==> config.mk <==
export PLATFORM = sky130hd
export DESIGN_NAME = at_response_line_classifier_flat
export DESIGN_NICKNAME = d
export VERILOG_FILES = /design/src/hw/rtl/atrlc_pkg.sv /design/src/hw/rtl/atrlc_if.sv /design/src/hw/rtl/atrlc_line_ram.sv /design/src/hw/rtl/atrlc_scan.sv /design/src/hw/rtl/at_response_line_classifier.sv /design/src/flat_wrapper.sv
export SDC_FILE = /design/constraint.sdc
export NUM_CORES = 1
export LEC_CHECK = 0
export BUFFER_PORTS_ARGS = -buffer_cell sky130_fd_sc_hd__buf_2
export CAP_MARGIN = 20
export CORE_ASPECT_RATIO = 0.7
export CORE_MARGIN = 3
export CORE_UTILIZATION = 30
export CTS_BUF_LIST = sky130_fd_sc_hd__clkbuf_4 sky130_fd_sc_hd__clkbuf_8
export DETAILED_ROUTE_END_ITERATION = 8
export PLACE_DENSITY = 0.46
export SYNTH_ARGS = -nofsm -noshare
export SYNTH_HDL_FRONTEND = slang
export SYNTH_HIERARCHICAL = 1
export SYNTH_SLANG_ARGS = --single-unit
==> constraint.sdc <==
create_clock -name clock -period 8.3 [get_ports clock]
set_input_delay 0.415 -clock clock [delete_from_list [all_inputs] [get_ports clock]]
set_output_delay 0.415 -clock clock [all_outputs]
set_load 0.03 [all_outputs]
==> src/hw/rtl/atrlc_pkg.sv <==
// Package with constants, codes, types and helpers of the AT response line classifier.
package atrlc_pkg;

   localparam int LINE_CAPACITY = 64;
   localparam int ADDR_W        = $clog2(LINE_CAPACITY);
   localparam int LEN_W         = $clog2(LINE_CAPACITY + 1);
   localparam int WORD_W        = 5;
   localparam int WIN_IDX_W     = $clog2(WORD_W);

   localparam logic [7:0] CH_CR    = 8'h0D;
   localparam logic [7:0] CH_LF    = 8'h0A;
   localparam logic [7:0] CH_TAB   = 8'h09;
   localparam logic [7:0] CH_SPACE = 8'h20;
   localparam logic [7:0] CH_PLUS  = 8'h2B;
   localparam logic [7:0] CH_COLON = 8'h3A;
   localparam logic [7:0] CH_A     = 8'h41;
   localparam logic [7:0] CH_T     = 8'h54;
   localparam logic [7:0] CH_O     = 8'h4F;
   localparam logic [7:0] CH_K     = 8'h4B;
   localparam logic [7:0] CH_E     = 8'h45;
   localparam logic [7:0] CH_R     = 8'h52;

   localparam logic [2:0] KIND_OK    = 3'd0;
   localparam logic [2:0] KIND_ERROR = 3'd1;
   localparam logic [2:0] KIND_ECHO  = 3'd2;
   localparam logic [2:0] KIND_PLUS  = 3'd3;
   localparam logic [2:0] KIND_INFO  = 3'd4;

   localparam logic [1:0] SEC_TEXT    = 2'd0;
   localparam logic [1:0] SEC_NAME    = 2'd1;
   localparam logic [1:0] SEC_PAYLOAD = 2'd2;

   typedef struct packed {
      logic             clear;
      logic             vld;
      logic [LEN_W-1:0] idx;
   } scan_ctl_type;

   typedef struct packed {
      logic             blank;
      logic [2:0]       kind;
      logic             two;
      logic             f_empty;
      logic [LEN_W-1:0] f_start;
      logic [LEN_W-1:0] f_end;
      logic             s_empty;
      logic [LEN_W-1:0] s_start;
      logic [LEN_W-1:0] s_end;
   } plan_type;

   function automatic logic is_blank(input logic [7:0] c);
      return (c == CH_SPACE) || (c == CH_TAB);
   endfunction

   function automatic logic is_term(input logic [7:0] c);
      return (c == CH_CR) || (c == CH_LF);
   endfunction

endpackage

==> src/hw/rtl/atrlc_if.sv <==
// Valid/ready channel interfaces for the request bytes and the response items.
interface atrlc_req_if;
   logic       valid;
   logic       ready;
   logic [7:0] in_byte;

   modport source (output valid, output in_byte, input ready);
   modport sink (input valid, input in_byte, output ready);
endinterface

interface atrlc_rsp_if;
   logic       valid;
   logic       ready;
   logic [2:0] line_kind;
   logic [1:0] section;
   logic       has_char;
   logic [7:0] char_value;
   logic       last_of_section;
   logic       last_of_line;

   modport source (output valid, output line_kind, output section, output has_char,
                   output char_value, output last_of_section, output last_of_line,
                   input ready);
   modport sink (input valid, input line_kind, input section, input has_char,
                 input char_value, input last_of_section, input last_of_line,
                 output ready);
endinterface

==> src/hw/rtl/atrlc_line_ram.sv <==
// Line store: one write port and one registered read port.
module atrlc_line_ram (
   input  logic                        clock,
   input  logic                        wr_en,
   input  logic [atrlc_pkg::ADDR_W-1:0] wr_addr,
   input  logic [7:0]                  wr_data,
   input  logic                        rd_en,
   input  logic [atrlc_pkg::ADDR_W-1:0] rd_addr,
   output logic [7:0]                  rd_data
);

   logic [7:0] mem_ff [atrlc_pkg::LINE_CAPACITY];
   logic [7:0] rd_data_ff;

   always_ff @(posedge clock) begin
      if (wr_en) begin
         mem_ff[wr_addr] <= wr_data;
      end
   end

   always_ff @(posedge clock) begin
      if (rd_en) begin
         rd_data_ff <= mem_ff[rd_addr];
      end
   end

   assign rd_data = rd_data_ff;

endmodule

==> src/hw/rtl/atrlc_scan.sv <==
// Line scanner: tracks trim bounds, colon split and leading word, and derives the output plan.
module atrlc_scan (
   input  logic                     clock,
   input  logic                     reset,
   input  atrlc_pkg::scan_ctl_type  ctl,
   input  logic [7:0]               rd_data,
   output atrlc_pkg::plan_type      plan
);

   logic                        s_found_ff, a_found_ff, colon_found_ff, name_any_ff, ps_found_ff;
   logic [atrlc_pkg::LEN_W-1:0] s_ff, e_ff, a_ff, ne_ff, ps_ff;
   logic [7:0]                  win_ff [atrlc_pkg::WORD_W];
   logic [atrlc_pkg::LEN_W-1:0] diff;
   logic [atrlc_pkg::LEN_W-1:0] len;
   logic                        nb;
   logic                        is_ok, is_err, is_echo, is_plus;

   assign nb   = !atrlc_pkg::is_blank(rd_data);
   assign diff = ctl.idx - s_ff;

   always_ff @(posedge clock) begin
      if (reset) begin
         s_found_ff     <= 1'b0;
         a_found_ff     <= 1'b0;
         colon_found_ff <= 1'b0;
         name_any_ff    <= 1'b0;
         ps_found_ff    <= 1'b0;
      end else if (ctl.clear) begin
         s_found_ff     <= 1'b0;
         a_found_ff     <= 1'b0;
         colon_found_ff <= 1'b0;
         name_any_ff    <= 1'b0;
         ps_found_ff    <= 1'b0;
      end else if (ctl.vld) begin
         if (!s_found_ff) begin
            if (nb) begin
               s_found_ff <= 1'b1;
            end
         end else begin
            if (nb && !a_found_ff) begin
               a_found_ff <= 1'b1;
            end
            if (!colon_found_ff) begin
               if (rd_data == atrlc_pkg::CH_COLON) begin
                  colon_found_ff <= 1'b1;
               end else if (nb) begin
                  name_any_ff <= 1'b1;
               end
            end else if (nb && !ps_found_ff) begin
               ps_found_ff <= 1'b1;
            end
         end
      end
   end

   always_ff @(posedge clock) begin
      if (ctl.clear) begin
         for (int k = 0; k < atrlc_pkg::WORD_W; k++) begin
            win_ff[k] <= 8'd0;
         end
      end else if (ctl.vld) begin
         if (!s_found_ff) begin
            if (nb) begin
               s_ff      <= ctl.idx;
               e_ff      <= ctl.idx + atrlc_pkg::LEN_W'(1);
               win_ff[0] <= rd_data;
            end
         end else begin
            if (nb) begin
               e_ff <= ctl.idx + atrlc_pkg::LEN_W'(1);
            end
            if (nb && !a_found_ff) begin
               a_ff <= ctl.idx;
            end
            if (diff < atrlc_pkg::LEN_W'(atrlc_pkg::WORD_W)) begin
               win_ff[diff[atrlc_pkg::WIN_IDX_W-1:0]] <= rd_data;
            end
            if (!colon_found_ff) begin
               if (rd_data != atrlc_pkg::CH_COLON && nb) begin
                  ne_ff <= ctl.idx + atrlc_pkg::LEN_W'(1);
               end
            end else if (nb && !ps_found_ff) begin
               ps_ff <= ctl.idx;
            end
         end
      end
   end

   assign len     = e_ff - s_ff;
   assign is_ok   = (len == atrlc_pkg::LEN_W'(2)) && (win_ff[0] == atrlc_pkg::CH_O) &&
                    (win_ff[1] == atrlc_pkg::CH_K);
   assign is_err  = (len == atrlc_pkg::LEN_W'(5)) && (win_ff[0] == atrlc_pkg::CH_E) &&
                    (win_ff[1] == atrlc_pkg::CH_R) && (win_ff[2] == atrlc_pkg::CH_R) &&
                    (win_ff[3] == atrlc_pkg::CH_O) && (win_ff[4] == atrlc_pkg::CH_R);
   assign is_echo = (len >= atrlc_pkg::LEN_W'(2)) && (win_ff[0] == atrlc_pkg::CH_A) &&
                    (win_ff[1] == atrlc_pkg::CH_T);
   assign is_plus = (win_ff[0] == atrlc_pkg::CH_PLUS);

   always_comb begin
      plan         = '0;
      plan.blank   = !s_found_ff;
      plan.kind    = atrlc_pkg::KIND_INFO;
      plan.f_start = s_ff;
      plan.f_end   = e_ff;
      plan.s_empty = 1'b1;
      plan.s_start = ps_ff;
      plan.s_end   = e_ff;
      if (is_ok) begin
         plan.kind    = atrlc_pkg::KIND_OK;
         plan.f_empty = 1'b1;
      end else if (is_err) begin
         plan.kind    = atrlc_pkg::KIND_ERROR;
         plan.f_empty = 1'b1;
      end else if (is_echo) begin
         plan.kind = atrlc_pkg::KIND_ECHO;
      end else if (is_plus) begin
         plan.kind    = atrlc_pkg::KIND_PLUS;
         plan.two     = 1'b1;
         plan.f_start = a_ff;
         if (colon_found_ff) begin
            plan.f_end   = ne_ff;
            plan.f_empty = !name_any_ff;
            plan.s_empty = !ps_found_ff;
         end else begin
            plan.f_end   = e_ff;
            plan.f_empty = !a_found_ff;
         end
      end
   end

endmodule

==> src/hw/rtl/at_response_line_classifier.sv <==
// Top level of the AT response line classifier: fill, scan and emit sequencer.
// Bytes are accepted one per cycle while a line is being collected; each byte other than
// CR or LF is written straight into the line store. A CR or LF on a non-empty line starts
// the line end work, during which no byte is accepted: a scan reads the n stored bytes
// through the store's one read port, a drain state passes the last read to the scanner and
// a plan state sets up the plan, then every emitted character takes a store read and then
// an output load, and every item without a character an output load alone, held while the
// response side stalls. The last item of a line waits in the output register while the next
// line is already being collected. The store needs no clearing after reset: only entries
// written in the current line are read.
module at_response_line_classifier (
   input logic        clock,
   input logic        reset,
   atrlc_req_if.sink  req_port,
   atrlc_rsp_if.source rsp_port
);

   localparam logic [2:0] ST_IDLE  = 3'd0;
   localparam logic [2:0] ST_SCAN  = 3'd1;
   localparam logic [2:0] ST_DRAIN = 3'd2;
   localparam logic [2:0] ST_PLAN  = 3'd3;
   localparam logic [2:0] ST_READ  = 3'd4;
   localparam logic [2:0] ST_LOAD  = 3'd5;
   localparam logic [2:0] ST_BARE  = 3'd6;

   logic [2:0]                  state_ff, state_in;
   logic [atrlc_pkg::LEN_W-1:0] len_ff, len_in;
   logic [atrlc_pkg::LEN_W-1:0] scan_len_ff, scan_len_in;
   logic [atrlc_pkg::LEN_W-1:0] ptr_ff, ptr_in;
   logic [atrlc_pkg::LEN_W-1:0] cur_ff, cur_in;
   logic [atrlc_pkg::LEN_W-1:0] end_ff, end_in;
   logic [1:0]                  sec_ff, sec_in;
   logic                        pend_ff, pend_in;
   logic                        rd_vld_ff, rd_vld_in;
   logic [atrlc_pkg::LEN_W-1:0] rd_idx_ff, rd_idx_in;

   logic                         wr_en, rd_en;
   logic [atrlc_pkg::ADDR_W-1:0] wr_addr, rd_addr;
   logic [7:0]                   rd_data;
   logic                         accept, slot_free, is_full;
   logic [atrlc_pkg::LEN_W-1:0]  ptr_nxt, cur_nxt;

   logic       load, ld_has, ld_los, ld_lol;
   logic [7:0] ld_char;

   logic       rsp_valid_ff;
   logic [2:0] kind_ff;
   logic [1:0] section_ff;
   logic       has_ff, los_ff, lol_ff;
   logic [7:0] char_ff;

   atrlc_pkg::scan_ctl_type scan_ctl;
   atrlc_pkg::plan_type     plan;

   atrlc_line_ram u_ram (
      .clock   (clock),
      .wr_en   (wr_en),
      .wr_addr (wr_addr),
      .wr_data (req_port.in_byte),
      .rd_en   (rd_en),
      .rd_addr (rd_addr),
      .rd_data (rd_data)
   );

   atrlc_scan u_scan (
      .clock   (clock),
      .reset   (reset),
      .ctl     (scan_ctl),
      .rd_data (rd_data),
      .plan    (plan)
   );

   assign req_port.ready = (state_ff == ST_IDLE);
   assign accept         = req_port.valid && req_port.ready;
   assign slot_free      = !rsp_valid_ff || rsp_port.ready;
   assign is_full        = (len_ff == atrlc_pkg::LEN_W'(atrlc_pkg::LINE_CAPACITY));
   assign ptr_nxt        = ptr_ff + atrlc_pkg::LEN_W'(1);
   assign cur_nxt        = cur_ff + atrlc_pkg::LEN_W'(1);
   assign wr_addr        = is_full ? '0 : len_ff[atrlc_pkg::ADDR_W-1:0];

   always_comb begin
      state_in       = state_ff;
      len_in         = len_ff;
      scan_len_in    = scan_len_ff;
      ptr_in         = ptr_ff;
      cur_in         = cur_ff;
      end_in         = end_ff;
      sec_in         = sec_ff;
      pend_in        = pend_ff;
      rd_vld_in      = 1'b0;
      rd_idx_in      = rd_idx_ff;
      wr_en          = 1'b0;
      rd_en          = 1'b0;
      rd_addr        = cur_ff[atrlc_pkg::ADDR_W-1:0];
      load           = 1'b0;
      ld_has         = 1'b0;
      ld_char        = 8'd0;
      ld_los         = 1'b0;
      ld_lol         = 1'b0;
      scan_ctl.clear = 1'b0;
      scan_ctl.vld   = rd_vld_ff;
      scan_ctl.idx   = rd_idx_ff;
      case (state_ff)
         ST_IDLE: begin
            if (accept) begin
               if (atrlc_pkg::is_term(req_port.in_byte)) begin
                  if (len_ff != '0) begin
                     scan_ctl.clear = 1'b1;
                     scan_len_in    = len_ff;
                     len_in         = '0;
                     ptr_in         = '0;
                     state_in       = ST_SCAN;
                  end
               end else begin
                  wr_en  = 1'b1;
                  len_in = is_full ? atrlc_pkg::LEN_W'(1) : len_ff + atrlc_pkg::LEN_W'(1);
               end
            end
         end
         ST_SCAN: begin
            rd_en     = 1'b1;
            rd_addr   = ptr_ff[atrlc_pkg::ADDR_W-1:0];
            rd_vld_in = 1'b1;
            rd_idx_in = ptr_ff;
            ptr_in    = ptr_nxt;
            if (ptr_nxt == scan_len_ff) begin
               state_in = ST_DRAIN;
            end
         end
         ST_DRAIN: begin
            state_in = ST_PLAN;
         end
         ST_PLAN: begin
            if (plan.blank) begin
               state_in = ST_IDLE;
            end else begin
               sec_in   = plan.two ? atrlc_pkg::SEC_NAME : atrlc_pkg::SEC_TEXT;
               pend_in  = plan.two;
               cur_in   = plan.f_start;
               end_in   = plan.f_end;
               state_in = plan.f_empty ? ST_BARE : ST_READ;
            end
         end
         ST_READ: begin
            rd_en    = 1'b1;
            state_in = ST_LOAD;
         end
         ST_LOAD: begin
            if (slot_free) begin
               load    = 1'b1;
               ld_has  = 1'b1;
               ld_char = rd_data;
               ld_los  = (cur_nxt == end_ff);
               ld_lol  = ld_los && !pend_ff;
               if (!ld_los) begin
                  cur_in   = cur_nxt;
                  state_in = ST_READ;
               end else if (pend_ff) begin
                  pend_in  = 1'b0;
                  sec_in   = atrlc_pkg::SEC_PAYLOAD;
                  cur_in   = plan.s_start;
                  end_in   = plan.s_end;
                  state_in = plan.s_empty ? ST_BARE : ST_READ;
               end else begin
                  state_in = ST_IDLE;
               end
            end
         end
         ST_BARE: begin
            if (slot_free) begin
               load   = 1'b1;
               ld_los = 1'b1;
               ld_lol = !pend_ff;
               if (pend_ff) begin
                  pend_in  = 1'b0;
                  sec_in   = atrlc_pkg::SEC_PAYLOAD;
                  cur_in   = plan.s_start;
                  end_in   = plan.s_end;
                  state_in = plan.s_empty ? ST_BARE : ST_READ;
               end else begin
                  state_in = ST_IDLE;
               end
            end
         end
         default: begin
            state_in = ST_IDLE;
         end
      endcase
   end

   always_ff @(posedge clock) begin
      if (reset) begin
         state_ff  <= ST_IDLE;
         len_ff    <= '0;
         pend_ff   <= 1'b0;
         rd_vld_ff <= 1'b0;
      end else begin
         state_ff  <= state_in;
         len_ff    <= len_in;
         pend_ff   <= pend_in;
         rd_vld_ff <= rd_vld_in;
      end
   end

   always_ff @(posedge clock) begin
      scan_len_ff <= scan_len_in;
      ptr_ff      <= ptr_in;
      cur_ff      <= cur_in;
      end_ff      <= end_in;
      sec_ff      <= sec_in;
      rd_idx_ff   <= rd_idx_in;
   end

   always_ff @(posedge clock) begin
      if (reset) begin
         rsp_valid_ff <= 1'b0;
      end else if (load) begin
         rsp_valid_ff <= 1'b1;
      end else if (rsp_port.ready) begin
         rsp_valid_ff <= 1'b0;
      end
   end

   always_ff @(posedge clock) begin
      if (load) begin
         kind_ff    <= plan.kind;
         section_ff <= sec_ff;
         has_ff     <= ld_has;
         char_ff    <= ld_char;
         los_ff     <= ld_los;
         lol_ff     <= ld_lol;
      end
   end

   assign rsp_port.valid           = rsp_valid_ff;
   assign rsp_port.line_kind       = kind_ff;
   assign rsp_port.section         = section_ff;
   assign rsp_port.has_char        = has_ff;
   assign rsp_port.char_value      = char_ff;
   assign rsp_port.last_of_section = los_ff;
   assign rsp_port.last_of_line    = lol_ff;

endmodule

==> src/flat_wrapper.sv <==
// flat-port wrapper written by rule: the top's interface ports become plain ports
module at_response_line_classifier_flat 
  (clock, reset, req_port_valid, req_port_in_byte, req_port_ready, rsp_port_valid, rsp_port_line_kind, rsp_port_section, rsp_port_has_char, rsp_port_char_value, rsp_port_last_of_section, rsp_port_last_of_line, rsp_port_ready);
  atrlc_req_if req_port_i ();
  atrlc_rsp_if rsp_port_i ();
  input logic clock;
  input logic reset;
  input wire logic [$bits(req_port_i.valid)-1:0] req_port_valid;
  input wire logic [$bits(req_port_i.in_byte)-1:0] req_port_in_byte;
  output wire logic [$bits(req_port_i.ready)-1:0] req_port_ready;
  output wire logic [$bits(rsp_port_i.valid)-1:0] rsp_port_valid;
  output wire logic [$bits(rsp_port_i.line_kind)-1:0] rsp_port_line_kind;
  output wire logic [$bits(rsp_port_i.section)-1:0] rsp_port_section;
  output wire logic [$bits(rsp_port_i.has_char)-1:0] rsp_port_has_char;
  output wire logic [$bits(rsp_port_i.char_value)-1:0] rsp_port_char_value;
  output wire logic [$bits(rsp_port_i.last_of_section)-1:0] rsp_port_last_of_section;
  output wire logic [$bits(rsp_port_i.last_of_line)-1:0] rsp_port_last_of_line;
  input wire logic [$bits(rsp_port_i.ready)-1:0] rsp_port_ready;
  assign req_port_i.valid = req_port_valid;
  assign req_port_i.in_byte = req_port_in_byte;
  assign req_port_ready = req_port_i.ready;
  assign rsp_port_valid = rsp_port_i.valid;
  assign rsp_port_line_kind = rsp_port_i.line_kind;
  assign rsp_port_section = rsp_port_i.section;
  assign rsp_port_has_char = rsp_port_i.has_char;
  assign rsp_port_char_value = rsp_port_i.char_value;
  assign rsp_port_last_of_section = rsp_port_i.last_of_section;
  assign rsp_port_last_of_line = rsp_port_i.last_of_line;
  assign rsp_port_i.ready = rsp_port_ready;
  at_response_line_classifier u_core (.clock(clock), .reset(reset), .req_port(req_port_i), .rsp_port(rsp_port_i));
endmodule
* Yosys cells after proc, flatten, opt, wreduce, memory -nomap -nowiden
Memory sizes are Yosys's and may differ from the RTL's. A register that Yosys moved wholly into a read port is not among the register bits.
Cells that the tools add are included.
** Storage, ports and cells
- Register bits after elaboration :: 106
- RAM bits :: 552
- Input port bits :: 12
- Output and inout bits :: 18
- Word-level logic and storage cells :: 227
- Memories :: 2
** Cells by class
- Add/sub/neg operators :: 6
- $lt $le $gt $ge :: 2
- Eq/ne operators :: 36
- Muxes and demuxes :: 96
- Bitwise operators :: 6
- Reduce and logical (&&, ||, !) cells :: 50
** Memory list
- u_core.u_ram.mem_ff :: words 64, width 8, rd ports 1, clocked after memory_dff 1, write ports 1, line atrlc_line_ram.sv:12 : logic [7:0] mem_ff [atrlc_pkg::LINE_CAPACITY];
- u_core.u_scan.win_ff :: words 5, width 8, rd ports 5, clocked after memory_dff 0, write ports 5, line atrlc_scan.sv:12 : logic [7:0] win_ff [atrlc_pkg::WORD_W];
** Operators by type and width (number)
- $mux W7 :: 16
- $eq A8 B7 Y1 const B :: 9
- $mux W1 :: 46
- $pmux W7 S3 :: 2
- $mux W15 :: 2
- $mux W3 :: 10
- $add A7 B1 Y7 const B :: 4
- $eq A8 B4 Y1 const B :: 3
- $eq A8 B6 Y1 const B :: 3
- $reduce_and A4 Y1 :: 6
- $pmux W3 S7 :: 1
- $mux W20 :: 1
- $reduce_and A5 Y1 :: 4
- $mux W17 :: 1
- $mux W2 :: 8
- $mux W8 :: 2
- $eq A7 B7 Y1 :: 2
- $logic_and A1 B1 Y1 :: 14
- $pmux W7 S2 :: 1
- $sub A7 B7 Y7 :: 2
- $mux W6 :: 2
- $ne A2 B2 Y1 const B :: 5
- $eq A3 B3 Y1 const B :: 3
- $reduce_and A3 Y1 :: 3
- 25 further kinds :: 46

* Longest topological paths before layout
Gate-level depths: netlist (run 1).
- Word-level depth :: 14
- Depth in mapped cells :: 16
- Gate-level depth less buffers :: 14

* Cells and area by module
Netlist (run 1), hierarchy kept.
** By module, submodules not included
- atrlc_line_ram :: instances 1, cells each 972, area each 20270.7 um2, sequential area each 15615.0 um2
- atrlc_scan :: instances 1, cells each 312, area each 4003.8 um2, sequential area each 2352.3 um2
- at_response_line_classifier :: instances 1, cells each 296, area each 3357.0 um2, sequential area each 1851.8 um2

* Worst setup path before layout (run 1)
Ideal clock, no wire load.
- Kind :: register -> register
- Start :: register u_core.state_ff[0]
- End :: register u_core.u_ram.rd_data_ff[7], in the netlist u_core/u_ram/rd_data[7], read port of u_core.u_ram.mem_ff (data pin)
- Setup time :: 0.269 ns
- Data arrival time :: 2.814 ns
- Required time :: 8.031 ns
- Slack :: 5.216 ns
- Stages on the path, launching flop included :: 14
- Buffers on the path :: 3
- Period minus slack after synthesis :: 3.084 ns
- Path through :: dfxtp_1 -> clkbuf_1 -> inv_1 -> nor2_1 -> nand2_1 -> clkinv_1 -> nand2_1 -> nand2_1 -> buf_6 -> buf_6 -> mux4_2 -> mux4_2 -> o2111ai_1 -> o41ai_1
** Between the ends
- Elaborated cells on any way between the ends :: 5
- Those cells by class :: eq/ne: 2; mux: 2; reduce/logical: 1
** RTL lines
- from (decl) :: line at_response_line_classifier.sv:26 : logic [2:0] state_ff, state_in;
- from (signal assigned) :: line at_response_line_classifier.sv:198 : state_ff <= state_in;
- $eq A3 B1 Y1 :: line at_response_line_classifier.sv:103 : case (state_ff)
- $mux W6 :: line at_response_line_classifier.sv:103
- via u_core.rd_addr, one bit :: line at_response_line_classifier.sv:38 : logic [atrlc_pkg::ADDR_W-1:0] wr_addr, rd_addr;
- to (decl) :: line atrlc_line_ram.sv:13 : logic [7:0] rd_data_ff;
The timed path passes the listed nets, and every way through them passes these cells.
A chain may end at the register's enable or synchronous reset.

* Worst setup path in the final report (run 1)
- Start :: register u_core.state_ff[0]
- End :: register u_core.u_ram.rd_data_ff[1], in the netlist u_core/u_ram/rd_data[1], read port of u_core.u_ram.mem_ff (data pin)
Same word-level chain as after synthesis.

==> flow_metrics.py, run 1 <==
metrics = {
    "outcome": {
        "run_status": "complete, no violations",
    },
    "placed_design": {
        "post-place-ws_ns": 3.43,
        "io_buffer_count": 29,
        "hpwl_mm": 47.3,
        "gp_congestion": 0.786,
        "dp.cells": 2779,
        "post_dp_cell_area_um2": 29100,
    },
    "min_path": {
        "hold_depth": 1,
        "hold_class": "input port to register",
    },
    "global_routing": {
        "antenna_violations_before_repair": 3,
        "grt_start_max_net_pins": 110,
        "gr-usage-all-layers_pct": 15.4,
        "wire_length_of_the_first_global_routing_pass_mm": 108,
        "grt_remaining_overflow": 0,
        "grt_pass1_vias": 15158,
    },
    "final_layout": {
        "layout.nets": 1699,
        "layout-area-overhead-vs-synth_pct": 12.9,
        "final_cell_area_um2": 31200,
        "mostFrequentLayoutCells": "648 x sky130_fd_sc_hd__edfxtp_1, 132 x sky130_fd_sc_hd__nor2_1, 124 x sky130_fd_sc_hd__mux4_2",
        "leading_cell_type_in_the_layout_fill_and_taps_excluded": "sky130_fd_sc_hd__edfxtp_1",
        "post-route-util_pct": 34.4,
        "proportion_of_layout_cells_with_a_drive_suffix_above_1_pct": 23.9,
        "n_fill_cell": 8759,
        "layoutNonFillerInstCount": 2974,
    },
    "cts": {
        "tritoncts": "yes",
        "root_buffer": "sky130_fd_sc_hd__clkbuf_8",
        "clock_insertion_delay_worst_skew_ns": 0.71,
        "numCtsBuffers": 106,
        "clkTransAtPathRegs_ns": 0.06,
        "cts-root-to-sink-buffers": 3,
        "hold_buffers": 0,
        "cts.htree.levels": 3,
        "cts_sinks": 666,
        "post-cts-setup-buffers": 0,
        "cts.repair.resized": 0,
    },
    "logic_synthesis": {
        "synth.avg_cell_area_um2": 17.5,
        "synth-edff-count": 648,
        "netlist_area_um2": 27600,
        "synth_nets": 1611,
        "synth_top_flop_cell": "sky130_fd_sc_hd__edfxtp_1",
        "synth.yosys.seq_area_share_pct": 71.7,
        "yosysTopAreaCell": "sky130_fd_sc_hd__edfxtp_1",
        "netlist.area_leader.share_pct": 70.4,
        "netlist_instances": 1580,
        "synth.yosys.warnings": 6,
        "synth.top_cells.by_area": "sky130_fd_sc_hd__edfxtp_1 70%, sky130_fd_sc_hd__mux4_2 10%, sky130_fd_sc_hd__nor2_1 1.8%",
        "number_of_synthesized_register_bits": 666,
        "synth_cell_types": 90,
        "ys_async_sr_fraction_pct": 0,
    },
    "floorplanning": {
        "starting_density_pct": 30.5,
        "core-area_um2": 90700,
        "design.die.area_um2": 95800,
        "die_height_um": 260,
        "row_count": 92,
        "design.portCount": 30,
        "die_x_um": 369,
    },
    "timing": {
        "setup_total_negative_slack_ns": 0,
        "period_share_pct": 57.0,
        "worst_clk_skew_ns": 0.0328,
        "setup_repair_after_global_routing_missed_its_margin": "false",
        "hold_viol_final": 0,
        "clock.fmax_mhz": 211,
        "max_slew_margin_pct": 25.6,
        "finalMaxSlewViolations": 0,
        "worst_slack_ns": 3.57,
        "timing.hold.ws_ns": 0.0622,
        "max_slew.worst_pin.slew_ns": 1.11,
        "finalSetupViolations": 0,
        "final.min_clock_period_ns": 4.73,
    },
    "worst_setup_path": {
        "critical_path.most_common_cell": "sky130_fd_sc_hd__nand2_1",
        "critPathRequiredTime_ns": 8.73,
        "reg2reg_path_depth": 12,
        "end_kind": "register",
        "crit_path_max_cell_delay_ns": 0.62,
        "cp.depth": 12,
        "worstPathArrival_ns": 5.16,
        "critPathTopFamily": "simple AND/OR/NAND/NOR gates",
        "timing.critical_path.cells": "inv_1, nor2_1, nand2_1, clkinv_1, nand2_1, nand2_4, buf_12, mux4_2, o21ai_0, nand2_1, nand4_1, o211ai_1",
        "critPathKind": "register to register",
        "crit_path_top_delay_cell": "sky130_fd_sc_hd__nand2_4",
        "critical_path_peak_fanout": 63,
        "startpoint_type": "register",
        "timing.critical_path.buf_inv": 3,
    },
    "route": {
        "vias": 14976,
        "drt-initial-drc-count": 1452,
        "route.detailed.vias_per_inst": 5.04,
        "wirelength_mm": 73.6,
        "drt.antenna.violating_nets": 0,
        "drt-pass1-iter-count": 5,
        "detail_route.drc_violations": 0,
        "route.detailed.wl_per_inst_um": 24.8,
    },
    "power_and_ir_drop": {
        "pwr_density_cell_nw_per_um2": 271,
        "ir_worst_vdd_uv": 195,
        "report.power.total_mw": 8.47,
        "power.leakage_nw": 9.88,
    },
    "run": {
        "cap_violations": 0,
    },
}
cells in the mapped netlist, types with 12 or more instances:
cell and n:
sky130_fd_sc_hd__ha_1 17, sky130_fd_sc_hd__a31oi_1 13, sky130_fd_sc_hd__and2_1 29, sky130_fd_sc_hd__mux4_2 124, sky130_fd_sc_hd__o221ai_1 14, sky130_fd_sc_hd__buf_2 15
sky130_fd_sc_hd__inv_1 21, sky130_fd_sc_hd__nor2b_1 13, sky130_fd_sc_hd__a21oi_1 18, sky130_fd_sc_hd__o21ai_0 30, sky130_fd_sc_hd__clkbuf_1 39, sky130_fd_sc_hd__and2_2 16
sky130_fd_sc_hd__nand3_1 41, sky130_fd_sc_hd__o22ai_1 22, sky130_fd_sc_hd__mux2i_1 26, sky130_fd_sc_hd__nor2_1 132, sky130_fd_sc_hd__dfxtp_1 18, sky130_fd_sc_hd__or2_2 12
sky130_fd_sc_hd__mux2_2 17, sky130_fd_sc_hd__edfxtp_1 648, sky130_fd_sc_hd__nor3_1 16, sky130_fd_sc_hd__xnor2_1 20, sky130_fd_sc_hd__nand2_1 69
worst paths after layout:
| path | endpoint | slack (ns) | start |
|---|---|---|---|
| hold / removal | u_core/u_ram/mem_ff[58][0] | 0.06 | req_port_in_byte[0] |
| hold reg to reg | u_core/u_scan/a_found_ff | 0.52 | u_core/u_scan/a_found_ff |
| setup / recovery | u_core/u_ram/rd_data[1] | 3.57 | u_core/state_ff[0] |
| setup reg to reg | u_core/u_ram/rd_data[1] | 3.57 | u_core/state_ff[0] |
layer usage:
| metal | routed length (um) | global-route usage, % | vias to the layer above |
|---|---|---|---|
| met4 | 1550 | 4.16 | 0 |
| met5 | 0 | 0 | - |
| met2 | 30500 | 21.5 | 440 |
| li1 | - | - | 6508 |
| met1 | 36800 | 24.2 | 7914 |
| met3 | 4830 | 3.13 | 114 |
flip-flops by register name, indices dropped and copies added, names as in the netlist, 2 cells and up:
signal and count:
u_core/rsp_port.char_value 8, u_core/end_ff 7, u_core/state_ff 3, u_core/rsp_port.line_kind 3, u_core/u_scan/ps_ff 7, u_core/rsp_port.section 2, u_core/len_ff 7, u_core/u_scan/win_ff 40
u_core/sec_ff 2, u_core/u_scan/s_ff 7, u_core/u_scan/ne_ff 7, u_core/u_scan/a_ff 7, u_core/u_scan/e_ff 7, u_core/rd_idx_ff 7, u_core/ptr_ff 7, u_core/cur_ff 7
u_core/scan_len_ff 7, u_core/u_ram/rd_data 8, u_core/u_ram/mem_ff 512
power breakdown:
group | internal [mW] | switching [mW]
Clock | 1.49 | 1.29
Sequential | 3.81 | 0.107
Combinational | 0.685 | 1.09
Total | 5.98 | 2.49
logic make-up (layout without fill, tap and decap cells):
family	Yosys count	in the layout	share of synthesized area, %
AND/OR/NAND/NOR	427	427	8.19
AO/OA/AOI/OAI	167	167	4.31
other	0	2	0
buffers and inverters	98	268	1.78
XOR/XNOR	35	35	1.31
multiplexers	167	167	11.7
flip-flops	666	666	71.7
adder cells (fa/ha/maj)	20	20	0.951
final cells by class:
class	count	area (um^2)	share of cell area, %
sequential	666	19800	63.5
antenna	2	5.00	0.0160
clock inverter	43	272	0.870
clock buffer	147	1800	5.76
timing repair buffer	53	349	1.12
inverter	25	93.8	0.301
tap	1222	1530	4.90
multi-input combinational	816	7340	23.5
No activity file was read; power rests on OpenSTA's default activity.
==> run 2: changes to the inputs <==
--- a/config.mk
+++ b/config.mk
@@ -5,6 +5,7 @@
 export SDC_FILE = /design/constraint.sdc
 export NUM_CORES = 1
 export LEC_CHECK = 0
+export ABC_AREA = 1
 export BUFFER_PORTS_ARGS = -buffer_cell sky130_fd_sc_hd__buf_2
 export CAP_MARGIN = 20
 export CORE_ASPECT_RATIO = 0.7
@@ -12,7 +13,7 @@
 export CORE_UTILIZATION = 30
 export CTS_BUF_LIST = sky130_fd_sc_hd__clkbuf_4 sky130_fd_sc_hd__clkbuf_8
 export DETAILED_ROUTE_END_ITERATION = 8
-export PLACE_DENSITY = 0.46
+export PLACE_DENSITY = 0.47
 export SYNTH_ARGS = -nofsm -noshare
 export SYNTH_HDL_FRONTEND = slang
 export SYNTH_HIERARCHICAL = 1
==> constraint.sdc (replaced) <==
create_clock -name clock -period 3.89 [get_ports clock]
set_input_delay 0.1945 -clock clock [delete_from_list [all_inputs] [get_ports clock]]
set_output_delay 0.1945 -clock clock [all_outputs]
set_load 0.03 [all_outputs]
==> run 2 against run 1 <==
Via count up 31%; maximum frequency up 29%; die area up 4.1%; first-iteration DRC count up 36%; combinational power down 87%; design area up 3.3%; power up 64%; largest cell class unchanged; highest routed layer unchanged.
==> flow_metrics.py, run 2 <==
metrics = {
    "outcome": {
        "run_status": "complete, no violations",
    },
    "logic_synthesis": {
        "synth_nets": 2671,
        "netlist_area_um2": 28800,
        "number_of_synthesized_register_bits": 666,
        "synth.yosys.warnings": 6,
        "synth_cell_types": 38,
        "netlist_instances": 2640,
        "netlist.area_leader.share_pct": 67.6,
        "synth-edff-count": 648,
        "synthMostInstantiatedCell": "sky130_fd_sc_hd__nand2_1",
        "synth.yosys.seq_area_share_pct": 68.9,
        "ys_top_cells_by_count": "867 x sky130_fd_sc_hd__nand2_1, 648 x sky130_fd_sc_hd__edfxtp_1, 497 x sky130_fd_sc_hd__nand3_1",
        "synth_top_flop_cell": "sky130_fd_sc_hd__edfxtp_1",
        "ys_async_sr_fraction_pct": 0,
        "synth.avg_cell_area_um2": 10.9,
        "yosysTopAreaCell": "sky130_fd_sc_hd__edfxtp_1",
        "synth.top_cells.by_area": "sky130_fd_sc_hd__edfxtp_1 68%, sky130_fd_sc_hd__nand2_1 11%, sky130_fd_sc_hd__nand3_1 8.6%",
    },
    "run": {
        "cap_violations": 0,
    },
    "worst_setup_path": {
        "critPathRequiredTime_ns": 4.25,
        "startpoint_type": "register",
        "crit_path_top_delay_cell": "sky130_fd_sc_hd__nor2_1",
        "critPathTopFamily": "simple AND/OR/NAND/NOR gates",
        "crit_path_max_cell_delay_ns": 0.81,
        "critPathKind": "register to register",
        "timing.critical_path.buf_inv": 2,
        "critical_path_peak_fanout": 8,
        "timing.critical_path.cells": "inv_1, ha_1, nand2_1, nor3_1, nor2_1, inv_1, nor3_1, nand2_1, nor2_1",
        "end_kind": "register",
        "worstPathArrival_ns": 4.02,
    },
    "final_layout": {
        "leading_cell_type_in_the_layout_fill_and_taps_excluded": "sky130_fd_sc_hd__nand2_1",
        "proportion_of_layout_cells_with_a_drive_suffix_above_1_pct": 9.47,
        "largest_register_ff_count": 512,
        "post-route-util_pct": 34.1,
        "mostFrequentLayoutCells": "866 x sky130_fd_sc_hd__nand2_1, 648 x sky130_fd_sc_hd__edfxtp_1, 497 x sky130_fd_sc_hd__nand3_1",
        "regMostFlops": "u_core/u_ram/mem_ff",
        "layout-area-overhead-vs-synth_pct": 12.0,
        "layout.nets": 2732,
        "biggestRegsByFlops": "u_core/u_ram/mem_ff (512), u_core/u_scan/win_ff (40)",
    },
    "power_and_ir_drop": {
        "ir_worst_vdd_uv": 284,
        "pwr_density_cell_nw_per_um2": 432,
        "power.leakage_nw": 11.8,
    },
    "cts": {
        "cts_sinks": 666,
        "post-cts-setup-buffers": 0,
        "numCtsBuffers": 107,
        "root_buffer": "sky130_fd_sc_hd__clkbuf_8",
        "tritoncts": "yes",
        "cts.htree.levels": 3,
        "cts-root-to-sink-buffers": 3,
        "clkTransAtPathRegs_ns": 0.06,
        "clock_insertion_delay_worst_skew_ns": 0.75,
    },
    "timing": {
        "finalSetupViolations": 0,
        "setup_repair_after_global_routing_missed_its_margin": "false",
        "period_share_pct": 94.1,
        "max_slew.worst_pin.slew_ns": 0.986,
        "worst_clk_skew_ns": 0.0380,
        "hold_viol_final": 0,
        "max_slew_margin_pct": 33.8,
        "final.min_clock_period_ns": 3.66,
        "finalMaxSlewViolations": 0,
        "clock.fmax_mhz": 273,
        "setup_total_negative_slack_ns": 0,
    },
    "placed_design": {
        "hpwl_mm": 49.6,
        "io_buffer_count": 29,
        "gp_congestion": 0.821,
    },
    "route": {
        "route.detailed.vias_per_inst": 4.87,
        "drt-initial-drc-count": 1974,
        "detail_route.drc_violations": 0,
        "route.detailed.wl_per_inst_um": 19.8,
        "vias": 19679,
        "drt.antenna.violating_nets": 0,
        "drt-pass1-iter-count": 5,
        "wirelength_mm": 79.8,
    },
    "floorplanning": {
        "design.portCount": 30,
        "core-area_um2": 94600,
        "starting_density_pct": 30.4,
        "row_count": 94,
        "design.die.area_um2": 99800,
        "die_x_um": 376,
        "die_height_um": 265,
    },
    "global_routing": {
        "grt_start_max_net_pins": 164,
        "gr-usage-all-layers_pct": 15.9,
        "grt_pass1_vias": 18979,
        "antenna_violations_before_repair": 2,
        "grt_remaining_overflow": 0,
        "wire_length_of_the_first_global_routing_pass_mm": 121,
    },
    "min_path": {
        "hold_class": "input port to register",
    },
}
==> run 2: area by class of cell <==
type | count | area (um^2)
Fill cell | 9534 | 62300
Sequential cell | 666 | 19800
Antenna cell | 1 | 2.50
Clock buffer | 137 | 1710
Timing Repair Buffer | 74 | 586
Multi-Input combinational cell | 1712 | 7700
Inverter | 140 | 533
Clock inverter | 60 | 318
Tap cell | 1248 | 1560
==> run 2: through the flow <==
step	std cells	setup WS, ns	cell area [um^2]	power [mW]	hold WS, ns
finish	4038	0.230	32200	13.9	0.177
global route	4038	0.0599	32200	14.5	0.152
CTS	4036	0.283	32200	14.1	0.101
detailed placement	3834	0.293	30100	8.25	0.448
global placement	3831	0.324	30100	8.25	0.450
floorplan	2640	1.32	28800	8.08	0.293
==> run 2: worst reg2reg max path, stage by stage, from the launching register on <==
cell	delay [ns]
sky130_fd_sc_hd__dfxtp_1	0.39
sky130_fd_sc_hd__inv_1	0.10
sky130_fd_sc_hd__ha_1	0.22
sky130_fd_sc_hd__nand2_1	0.10
sky130_fd_sc_hd__nor3_1	0.09
sky130_fd_sc_hd__nor2_1	0.30
sky130_fd_sc_hd__inv_1	0.15
sky130_fd_sc_hd__nor3_1	0.52
sky130_fd_sc_hd__nand2_1	0.60
sky130_fd_sc_hd__nor2_1	0.82
==> run 2: final timing paths <==
| check | slack (ns) | cells past startpoint | from | end |
|---|---|---|---|---|
| setup / recovery | 0.23 | 9 | u_core/len_ff[0] | u_core/u_ram/mem_ff[19][3] |
| hold / removal | 0.18 | 2 | req_port_in_byte[6] | u_core/u_ram/mem_ff[42][6] |
| setup reg to reg | 0.23 | 9 | u_core/len_ff[0] | u_core/u_ram/mem_ff[19][3] |
| hold reg to reg | 0.45 | 0 | u_core/sec_ff[0] | u_core/rsp_port.section[0] |
==> run 2: cells by family after synthesis <==
family / count (synthesis) / synth area share (%)
simple gates: 1606 / 23.8
flops: 666 / 68.9
buf+inv: 262 / 4.50
compound gates: 68 / 1.33
fa+ha+maj: 19 / 0.878
xor+xnor: 12 / 0.365
mux: 7 / 0.265
==> run 2: timing repair <==
action                     in CTS  in global routing
setup endpoints to repair       0                  8
hold endpoints to repair       39                  0
hold buffers                    5                  0
resized for setup               0                  1
==> run 2: power breakdown <==
part           switching (mW)  internal [mW]  total (mW)  leakage (nW)
clock                    2.82           3.01        5.82          1.08
combinational           0.195         0.0370       0.232          4.82
sequential            0.00678           7.86        7.87          5.95
total                    3.02           10.9        13.9          11.8
==> run 2: routing by layer <==
layer  share of wire, %  wire length (um)  GRT usage [%]
met1                 50             39700           24.6
met2                 41             32600           22.1
met3                7.3              5830           3.66
met4                2.1              1650           3.96
met5                  0                 0              0
